**config.mk**
```make
export PLATFORM = sky130hd
export DESIGN_NAME = sync_length_checksum_deframer
export DESIGN_NICKNAME = d
export VERILOG_FILES = /design/src/rtl/slcd_pkg.sv /design/src/rtl/slcd_csr.sv /design/src/rtl/slcd_parser.sv /design/src/rtl/slcd_rsp_reg.sv /design/src/rtl/sync_length_checksum_deframer.sv
export VERILOG_INCLUDE_DIRS = /design/src /design/src/rtl
export SDC_FILE = /design/constraint.sdc
export NUM_CORES = 1
export LEC_CHECK = 0
export ABC_CLOCK_PERIOD_IN_PS = 4150
export BUFFER_PORTS_ARGS = -buffer_cell sky130_fd_sc_hd__clkbuf_2
export CAP_MARGIN = 20
export CORE_MARGIN = 2
export CORE_UTILIZATION = 45
export CTS_CLUSTER_DIAMETER = 200
export DETAILED_ROUTE_END_ITERATION = 12
export MAX_ROUTING_LAYER = met4
export REMOVE_ABC_BUFFERS = 1
export SETUP_SLACK_MARGIN = 0.05
export SKIP_LAST_GASP = 1
export SLEW_MARGIN = 20
export SYNTH_ARGS = -nofsm -noshare
export SYNTH_HDL_FRONTEND = slang
export SYNTH_HIERARCHICAL = 1
export SYNTH_SLANG_ARGS = --single-unit
```
**constraint.sdc**
```tcl
create_clock -name clock -period 4.15 [get_ports clock]
set_input_delay 0.2075 -clock clock [delete_from_list [all_inputs] [get_ports clock]]
set_output_delay 0.2075 -clock clock [all_outputs]
set_load 0.01 [all_outputs]
```
**src/rtl/sync_length_checksum_deframer_defines.svh**
```systemverilog
// ----------------------------------------------------------------------------
// Sync/length/checksum deframer assertion macros
// Shared assertion shorthands, clocked on clock and disabled in reset.
// ----------------------------------------------------------------------------
`ifndef SYNC_LENGTH_CHECKSUM_DEFRAMER_DEFINES_SVH
`define SYNC_LENGTH_CHECKSUM_DEFRAMER_DEFINES_SVH

// same-cycle implication
`define SLCD_ASSERT_IMPL(label, cond, prop) \
   label: assert property (@(posedge clock) disable iff (reset) (cond) |-> (prop)) \
      else $error("slcd assertion failed");

// next-cycle implication
`define SLCD_ASSERT_NEXT(label, cond, prop) \
   label: assert property (@(posedge clock) disable iff (reset) (cond) |=> (prop)) \
      else $error("slcd assertion failed");

`endif

```
**src/rtl/slcd_pkg.sv**
```systemverilog
// ----------------------------------------------------------------------------
// Sync/length/checksum deframer package
// Shared types, codes and constants of the deframer.
// ----------------------------------------------------------------------------
package slcd_pkg;

   localparam int ByteWidth    = 8;
   localparam int LengthWidth  = 16;
   localparam int CsrIndexWidth = 1;
   localparam int RspDataWidth = 24;   // out_byte, frame_marker, frame_status, pad

   localparam logic [ByteWidth-1:0] SyncFirstReset  = 8'h55;
   localparam logic [ByteWidth-1:0] SyncSecondReset = 8'hAA;

   // register indexes
   localparam logic [CsrIndexWidth-1:0] CSR_SYNC_FIRST  = 1'b0;
   localparam logic [CsrIndexWidth-1:0] CSR_SYNC_SECOND = 1'b1;

   // input kinds
   localparam logic KIND_BYTE    = 1'b0;
   localparam logic KIND_RESTART = 1'b1;

   typedef enum logic [1:0] {
      ROLE_MARKER    = 2'd0,
      ROLE_PAYLOAD   = 2'd1,
      ROLE_FRAME_END = 2'd2
   } role_type;

   typedef enum logic [7:0] {
      PH_HUNT1   = 8'b0000_0001,
      PH_HUNT2   = 8'b0000_0010,
      PH_LEN_LO  = 8'b0000_0100,
      PH_LEN_HI  = 8'b0000_1000,
      PH_MARKER  = 8'b0001_0000,
      PH_PAYLOAD = 8'b0010_0000,
      PH_CHECK   = 8'b0100_0000,
      PH_DONE    = 8'b1000_0000
   } phase_type;

   typedef struct packed {
      logic [ByteWidth-1:0] sync_first;
      logic [ByteWidth-1:0] sync_second;
   } sync_cfg_type;

   typedef struct packed {
      logic [ByteWidth-1:0] out_byte;
      role_type             byte_role;
      logic [ByteWidth-1:0] frame_marker;
      logic                 frame_status;
      logic                 is_last;
   } rsp_item_type;

endpackage

```
**src/rtl/slcd_csr.sv**
```systemverilog
// ----------------------------------------------------------------------------
// Deframer configuration registers
// Holds the two sync bytes; writes complete in the cycle they are offered.
// ----------------------------------------------------------------------------
module slcd_csr (
   input  logic                                clock,
   input  logic                                reset,
   input  logic                                csr_valid,
   output logic                                csr_ready,
   input  logic [slcd_pkg::CsrIndexWidth-1:0]  csr_index,
   input  logic [slcd_pkg::ByteWidth-1:0]      csr_wdata,
   output slcd_pkg::sync_cfg_type              sync_cfg
);

   slcd_pkg::sync_cfg_type cfg_ff, cfg_in;

   assign csr_ready = 1'b1;
   assign sync_cfg  = cfg_ff;

   always_comb begin
      cfg_in = cfg_ff;
      if (csr_valid) begin
         unique case (csr_index)
            slcd_pkg::CSR_SYNC_FIRST:  cfg_in.sync_first  = csr_wdata;
            slcd_pkg::CSR_SYNC_SECOND: cfg_in.sync_second = csr_wdata;
            default:                   cfg_in = cfg_ff;
         endcase
      end
   end

   always_ff @(posedge clock) begin
      if (reset) begin
         cfg_ff.sync_first  <= slcd_pkg::SyncFirstReset;
         cfg_ff.sync_second <= slcd_pkg::SyncSecondReset;
      end else begin
         cfg_ff <= cfg_in;
      end
   end

endmodule

```
**src/rtl/slcd_parser.sv**
```systemverilog
// ----------------------------------------------------------------------------
// Deframer parse stage: input register plus the frame state machine.
// One byte is parsed per cycle unless the result register stalls it.
// ----------------------------------------------------------------------------
module slcd_parser (
   input  logic                            clock,
   input  logic                            reset,
   input  logic                            req_tvalid,
   output logic                            req_tready,
   input  logic                            req_kind,
   input  logic [slcd_pkg::ByteWidth-1:0]  req_byte,
   input  slcd_pkg::sync_cfg_type          sync_cfg,
   input  logic                            out_take,
   output logic                            item_valid,
   output slcd_pkg::rsp_item_type          item,
   output logic                            parse_fire
);

   logic                              in_valid_ff, in_valid_in;
   logic                              in_kind_ff;
   logic [slcd_pkg::ByteWidth-1:0]    in_byte_ff;

   slcd_pkg::phase_type               phase_ff, phase_in;
   logic [slcd_pkg::LengthWidth-1:0]  length_ff, length_in;
   logic [slcd_pkg::LengthWidth-1:0]  seen_ff, seen_in;
   logic [slcd_pkg::LengthWidth-1:0]  seen_next;
   logic [slcd_pkg::ByteWidth-1:0]    marker_ff, marker_in;
   logic [slcd_pkg::ByteWidth-1:0]    sum_ff, sum_in;
   logic                              produce;
   logic                              req_fire;

   assign seen_next = seen_ff + 16'd1;

   always_comb begin
      phase_in  = phase_ff;
      length_in = length_ff;
      seen_in   = seen_ff;
      marker_in = marker_ff;
      sum_in    = sum_ff;
      produce   = 1'b0;
      item.out_byte     = in_byte_ff;
      item.byte_role    = slcd_pkg::ROLE_MARKER;
      item.frame_marker = marker_ff;
      item.frame_status = 1'b0;
      item.is_last      = 1'b0;

      if (in_kind_ff == slcd_pkg::KIND_RESTART) begin
         phase_in  = slcd_pkg::PH_HUNT1;
         length_in = '0;
         seen_in   = '0;
         marker_in = '0;
         sum_in    = '0;
      end else begin
         unique case (phase_ff)
            slcd_pkg::PH_HUNT1: begin
               if (in_byte_ff == sync_cfg.sync_first) phase_in = slcd_pkg::PH_HUNT2;
            end
            slcd_pkg::PH_HUNT2: begin
               // second sync wins when both registers hold the same byte
               if (in_byte_ff == sync_cfg.sync_second) begin
                  phase_in = slcd_pkg::PH_LEN_LO;
               end else if (in_byte_ff != sync_cfg.sync_first) begin
                  phase_in = slcd_pkg::PH_HUNT1;
               end
            end
            slcd_pkg::PH_LEN_LO: begin
               length_in = {8'h00, in_byte_ff};
               phase_in  = slcd_pkg::PH_LEN_HI;
            end
            slcd_pkg::PH_LEN_HI: begin
               length_in = {in_byte_ff, length_ff[7:0]};
               phase_in  = slcd_pkg::PH_MARKER;
            end
            slcd_pkg::PH_MARKER: begin
               marker_in = in_byte_ff;
               sum_in    = in_byte_ff;
               seen_in   = 16'd1;
               // length of zero or one: checksum follows the marker
               phase_in  = (length_ff <= 16'd1) ? slcd_pkg::PH_CHECK : slcd_pkg::PH_PAYLOAD;
               produce   = 1'b1;
               item.frame_marker = in_byte_ff;
            end
            slcd_pkg::PH_PAYLOAD: begin
               sum_in  = sum_ff + in_byte_ff;
               seen_in = seen_next;
               if (seen_next >= length_ff) phase_in = slcd_pkg::PH_CHECK;
               produce = 1'b1;
               item.byte_role = slcd_pkg::ROLE_PAYLOAD;
            end
            slcd_pkg::PH_CHECK: begin
               phase_in = slcd_pkg::PH_DONE;
               produce  = 1'b1;
               item.byte_role    = slcd_pkg::ROLE_FRAME_END;
               item.frame_status = (sum_ff != in_byte_ff);
               item.is_last      = 1'b1;
            end
            slcd_pkg::PH_DONE: begin
               phase_in = slcd_pkg::PH_DONE;
            end
            default: begin
               phase_in = slcd_pkg::PH_HUNT1;
            end
         endcase
      end
   end

   // a byte that yields nothing moves on even when the result register is full
   assign parse_fire  = in_valid_ff && (!produce || out_take);
   assign item_valid  = in_valid_ff && produce;
   assign req_tready  = !in_valid_ff || parse_fire;
   assign req_fire    = req_tvalid && req_tready;
   assign in_valid_in = req_fire || (in_valid_ff && !parse_fire);

   always_ff @(posedge clock) begin
      if (reset) begin
         in_valid_ff <= 1'b0;
      end else begin
         in_valid_ff <= in_valid_in;
      end
   end

   always_ff @(posedge clock) begin
      if (req_fire) begin
         in_kind_ff <= req_kind;
         in_byte_ff <= req_byte;
      end
   end

   always_ff @(posedge clock) begin
      if (reset) begin
         phase_ff  <= slcd_pkg::PH_HUNT1;
         length_ff <= '0;
         seen_ff   <= '0;
         marker_ff <= '0;
         sum_ff    <= '0;
      end else if (parse_fire) begin
         phase_ff  <= phase_in;
         length_ff <= length_in;
         seen_ff   <= seen_in;
         marker_ff <= marker_in;
         sum_ff    <= sum_in;
      end
   end

endmodule

```
**src/rtl/slcd_rsp_reg.sv**
```systemverilog
// ----------------------------------------------------------------------------
// Deframer result register
// Holds one result transaction until the downstream side takes it.
// ----------------------------------------------------------------------------
module slcd_rsp_reg (
   input  logic                                clock,
   input  logic                                reset,
   input  logic                                item_valid,
   input  slcd_pkg::rsp_item_type              item,
   output logic                                out_take,
   output logic                                rsp_tvalid,
   input  logic                                rsp_tready,
   output logic [slcd_pkg::RspDataWidth-1:0]   rsp_tdata,
   output logic [1:0]                          rsp_tuser,
   output logic                                rsp_tlast
);

   logic                    valid_ff, valid_in;
   slcd_pkg::rsp_item_type  item_ff;

   assign out_take = !valid_ff || rsp_tready;
   assign valid_in = item_valid || (valid_ff && !rsp_tready);

   always_ff @(posedge clock) begin
      if (reset) begin
         valid_ff <= 1'b0;
      end else begin
         valid_ff <= valid_in;
      end
   end

   always_ff @(posedge clock) begin
      if (item_valid && out_take) begin
         item_ff <= item;
      end
   end

   assign rsp_tvalid = valid_ff;
   assign rsp_tdata  = {7'd0, item_ff.frame_status, item_ff.frame_marker, item_ff.out_byte};
   assign rsp_tuser  = item_ff.byte_role;
   assign rsp_tlast  = item_ff.is_last;

endmodule

```
**src/rtl/sync_length_checksum_deframer.sv**
```systemverilog
// ----------------------------------------------------------------------------
// Sync/length/checksum deframer
// Finds frames behind two sync bytes and streams out marker, payload and a
// checked frame end.
// ----------------------------------------------------------------------------
// One byte is taken per cycle unless req_tready is low. A byte waits in the input
// register, where the frame state machine parses it, and its result (if any) is
// captured in the result register, which drives rsp_tvalid. Throughput is one
// byte per clock; req_tready drops only while the result register holds an
// untaken result and the byte waiting to be parsed would produce another. Header
// bytes, sync hunting and bytes after a frame end produce no result. A restart
// item (tuser = 1) returns the parser to the sync hunt. Configuration writes take
// effect at once and should be made while no bytes are in flight.
`include "sync_length_checksum_deframer_defines.svh"

module sync_length_checksum_deframer (
   input  logic                                clock,
   input  logic                                reset,
   // input stream
   input  logic                                req_tvalid,
   output logic                                req_tready,
   input  logic [7:0]                          req_tdata,  // [7:0] data_byte
   input  logic                                req_tuser,  // [0] kind
   // result stream
   output logic                                rsp_tvalid,
   input  logic                                rsp_tready,
   // [7:0] out_byte, [15:8] frame_marker, [16] frame_status, [23:17] zero
   output logic [slcd_pkg::RspDataWidth-1:0]   rsp_tdata,
   output logic [1:0]                          rsp_tuser,  // [1:0] byte_role
   output logic                                rsp_tlast,  // is_last
   // configuration writes
   input  logic                                csr_valid,
   output logic                                csr_ready,
   input  logic [slcd_pkg::CsrIndexWidth-1:0]  csr_index,
   input  logic [slcd_pkg::ByteWidth-1:0]      csr_wdata
);

   slcd_pkg::sync_cfg_type  sync_cfg;
   slcd_pkg::rsp_item_type  item;
   logic                    item_valid;
   logic                    out_take;
   logic                    parse_fire;

   slcd_csr u_csr (
      .clock      (clock),
      .reset      (reset),
      .csr_valid  (csr_valid),
      .csr_ready  (csr_ready),
      .csr_index  (csr_index),
      .csr_wdata  (csr_wdata),
      .sync_cfg   (sync_cfg)
   );

   slcd_parser u_parser (
      .clock      (clock),
      .reset      (reset),
      .req_tvalid (req_tvalid),
      .req_tready (req_tready),
      .req_kind   (req_tuser),
      .req_byte   (req_tdata),
      .sync_cfg   (sync_cfg),
      .out_take   (out_take),
      .item_valid (item_valid),
      .item       (item),
      .parse_fire (parse_fire)
   );

   slcd_rsp_reg u_rsp_reg (
      .clock      (clock),
      .reset      (reset),
      .item_valid (item_valid),
      .item       (item),
      .out_take   (out_take),
      .rsp_tvalid (rsp_tvalid),
      .rsp_tready (rsp_tready),
      .rsp_tdata  (rsp_tdata),
      .rsp_tuser  (rsp_tuser),
      .rsp_tlast  (rsp_tlast)
   );

   // input backpressure comes only from a stalled result register
   `SLCD_ASSERT_IMPL(a_stall_source, !req_tready, rsp_tvalid && !rsp_tready)
   // no result shows up unless a byte was parsed
   `SLCD_ASSERT_NEXT(a_no_phantom, !parse_fire && !(rsp_tvalid && !rsp_tready), !rsp_tvalid)
   // tlast marks exactly the frame-end results
   `SLCD_ASSERT_IMPL(a_last_role, rsp_tvalid,
      rsp_tlast == (rsp_tuser == slcd_pkg::ROLE_FRAME_END))

endmodule
```
==> results.yml <==
run_status:
  status: "finished clean"
timing:
  fin_tns_setup_ns: 0
  setup_ws_ns: 0.673
  fin_crit_sh: 0.838
  fin_skew_ns: 0.00903
  report.final.slew_viol_count: 0
  relSlewSlack: 0.362
  hold_violations: 0
  rsz0062_at_grt: "no"
  worst_pin_slew_ns: 0.956
  fmax_mhz: 288
  fin_crit_ns: 3.48
  setup_viol: 0
cts:
  htree_levels: 3
  cts_tree: "yes"
  post_cts_buffers: 0
  clk-insertion-delay-late_ns: 0.35
  numCtsBuffers: 9
  ctsLongestPathBuffers: 2
  clock-root-buffer: "clkbuf_16"
  ctsResizeCount: 0
  cts.hold.buffers_added: 0
  cts_sinks: 103
  clk_pin_slew_ns: 0.07
finish:
  antennaDiodeCount: 0
  syn_to_final_growth_pct: 9.18
  n_fill_cell: 1182
  finalNetCount: 670
  fin_util: 0.498
  drive_gt1_frac: 0.174
  final_common_cell: "dfxtp_1"
  layout_common_cells: "dfxtp_1, a21oi_1, nor2_1, clkbuf_2, nand3_1"
die:
  coreArea_um2: 12500
  dieArea_um2: 13500
  io_pins: 53
  die_h_um: 116
  start_util: 0.456
  num_rows: 41
  die_w_um: 116
routing:
  met3_length_um: 468
  drc: 0
  drt-total-wl_mm: 12.9
  via_count: 4433
  wl_met2_mm: 5.95
  vias_per_cell: 5.55
  top_layer: "met4"
  route.detailed.wl_per_inst_um: 16.2
  dr.pass1.iters: 5
  drt-initial-drc-count: 288
  wl_met1_mm: 6.21
  drtAntennaViolNets: 0
grt:
  grt_max_degree: 52
  antenna_found_initial: 0
  grt_pass1_vias: 4175
  grtUsageTotal: 0.207
  grt_remaining_overflow: 0
  grt_pass1_wl_mm: 21.1
synth:
  synth.avg_cell_area_um2: 9.51
  synth-seq-area-share: 0.414
  async_reset_ff_frac: 0
  syn_inst: 598
  ys_ff_latch: 103
  yosys.area.top_type: "dfxtp_1"
  synthTopCellsByArea: "dfxtp_1, edfxtp_1, ha_1, a21oi_1, nor2_1"
  synth.cell_area_um2: 5680
  yosysWarnings: 6
  synth_cell_types: 76
  synth_top_area_share: 0.261
  synth_edf_count: 29
  synth_flop_cell: "dfxtp_1"
setup_path:
  arrival_ns: 3.76
  path_class: "reg -> reg"
  endpoint_kind: "flip-flop"
  required_ns: 4.43
  rr_worst_depth: 12
  crit_path_max_fanout: 9
  worstSetupStartpointType: "flip-flop"
placed_design:
  io_buffers: 44
  hpwl_mm: 9.13
  gp_congestion: 0.878
  dpl_worst_slack_ns: 0.742
power:
  ir_drop_mv: 0.168
  leakagePower_nw: 2.39
  powerDensity_nw_per_um2: 339
  power.total_mw: 2.10
hold_path:
  hold_path.class: "in -> reg"
  hold_depth: 1
flow_run:
  max-cap-violations: 0
-- state kept, by name, summed over array words and instances (netlist names) --
signal                count
u_rsp_reg/rsp_tuser       2
u_parser/phase_ff         8
u_parser/in_valid_ff      1
u_parser/length_ff       16
u_parser/seen_ff         16
u_parser/marker_ff        8
u_csr/sync_cfg           16
u_rsp_reg/rsp_tvalid      1
u_rsp_reg/rsp_tdata      17
u_parser/in_kind_ff       1
u_rsp_reg/rsp_tlast       1
u_parser/sum_ff           8
u_parser/in_byte_ff       8
-- critical path: stages, from the launching register on --
cell and delay (ns):
dfxtp_1 0.43, nand3_1 0.16, nor4_1 0.37, buf_4 0.20, nor3b_1 0.35, xor2_1 0.12, ha_1 0.34, nand4_1 0.13
nor3_1 0.26, a311o_1 0.28, o21ai_4 0.12, or4_1 0.49, a21oi_1 0.16
-- through the flow --
step                      std cells  instance area, um^2  hold slack [ns]
after global placement          783                 5920            0.384
final                           799                 6210           0.0286
after detailed placement        783                 5920            0.386
after floorplan                 563                 5450            0.270
after global routing            799                 6210           0.0217
after CTS                       799                 6210           0.0193
-- kinds of logic after synthesis --
group,count (synthesis),share of synthesized area
other,2,0.00132
AOI/OAI and AO/OA,140,0.166
DFF,103,0.414
buffers and inverters,67,0.0619
muxes,19,0.0376
adders and majority gates,25,0.0564
xor gates and xnor gates,37,0.0583
and+or+nand+nor,205,0.205
-- worst paths after layout --
check	slack, ns	startpoint	end
worst max-delay path	0.67	u_parser/seen_ff[3]	u_parser/phase_ff[6]
worst min-delay path	0.03	req_tdata[0]	u_parser/in_byte_ff[0]
worst max register to register	0.67	u_parser/seen_ff[3]	u_parser/phase_ff[6]
worst min register to register	0.46	u_parser/sum_ff[0]	u_parser/sum_ff[0]
-- cells in the mapped netlist (6+ instances only) --
library cell  number
nor2_1            50
buf_2             11
edfxtp_1          29
clkbuf_1          14
inv_1             24
mux2_2            12
xor2_1            18
o21ai_0           27
nand2b_1          16
nand3b_1           6
nor4_1             7
a21oi_1           53
buf_4             10
a22oi_1            8
nand4_1            7
nand3_1           36
a32o_1             8
ha_1              24
nand2_1           27
xnor2_1           18
nor3_1            14
dfxtp_1           74
and3_1             6
a211oi_1           6
-- layout make-up --
| class | instances | area [um^2] | area share |
|---|---|---|---|
| tap | 172 | 215 | 0.0347 |
| sequential | 103 | 2350 | 0.379 |
| multi-input combinational | 434 | 3000 | 0.484 |
| inverter | 26 | 97.6 | 0.0157 |
| timing repair buffer | 48 | 250 | 0.0403 |
| clock inverter | 6 | 58.8 | 0.00948 |
| clock buffer | 10 | 229 | 0.0369 |
-- power breakdown --
group / leakage [nW] / switching [mW] / internal (mW)
clock: 0.139 / 0.406 / 0.425
sequential: 0.899 / 0.0436 / 1.05
combinational: 1.35 / 0.106 / 0.0709
-- per-layer routing --
metal | track usage | up-vias
li1 | - | 2190
met5 | - | -
met4 | 0.0810 | 0
met3 | 0.0265 | 19
met1 | 0.281 | 2119
met2 | 0.314 | 105
No activity file was read; power rests on OpenSTA's default activity.
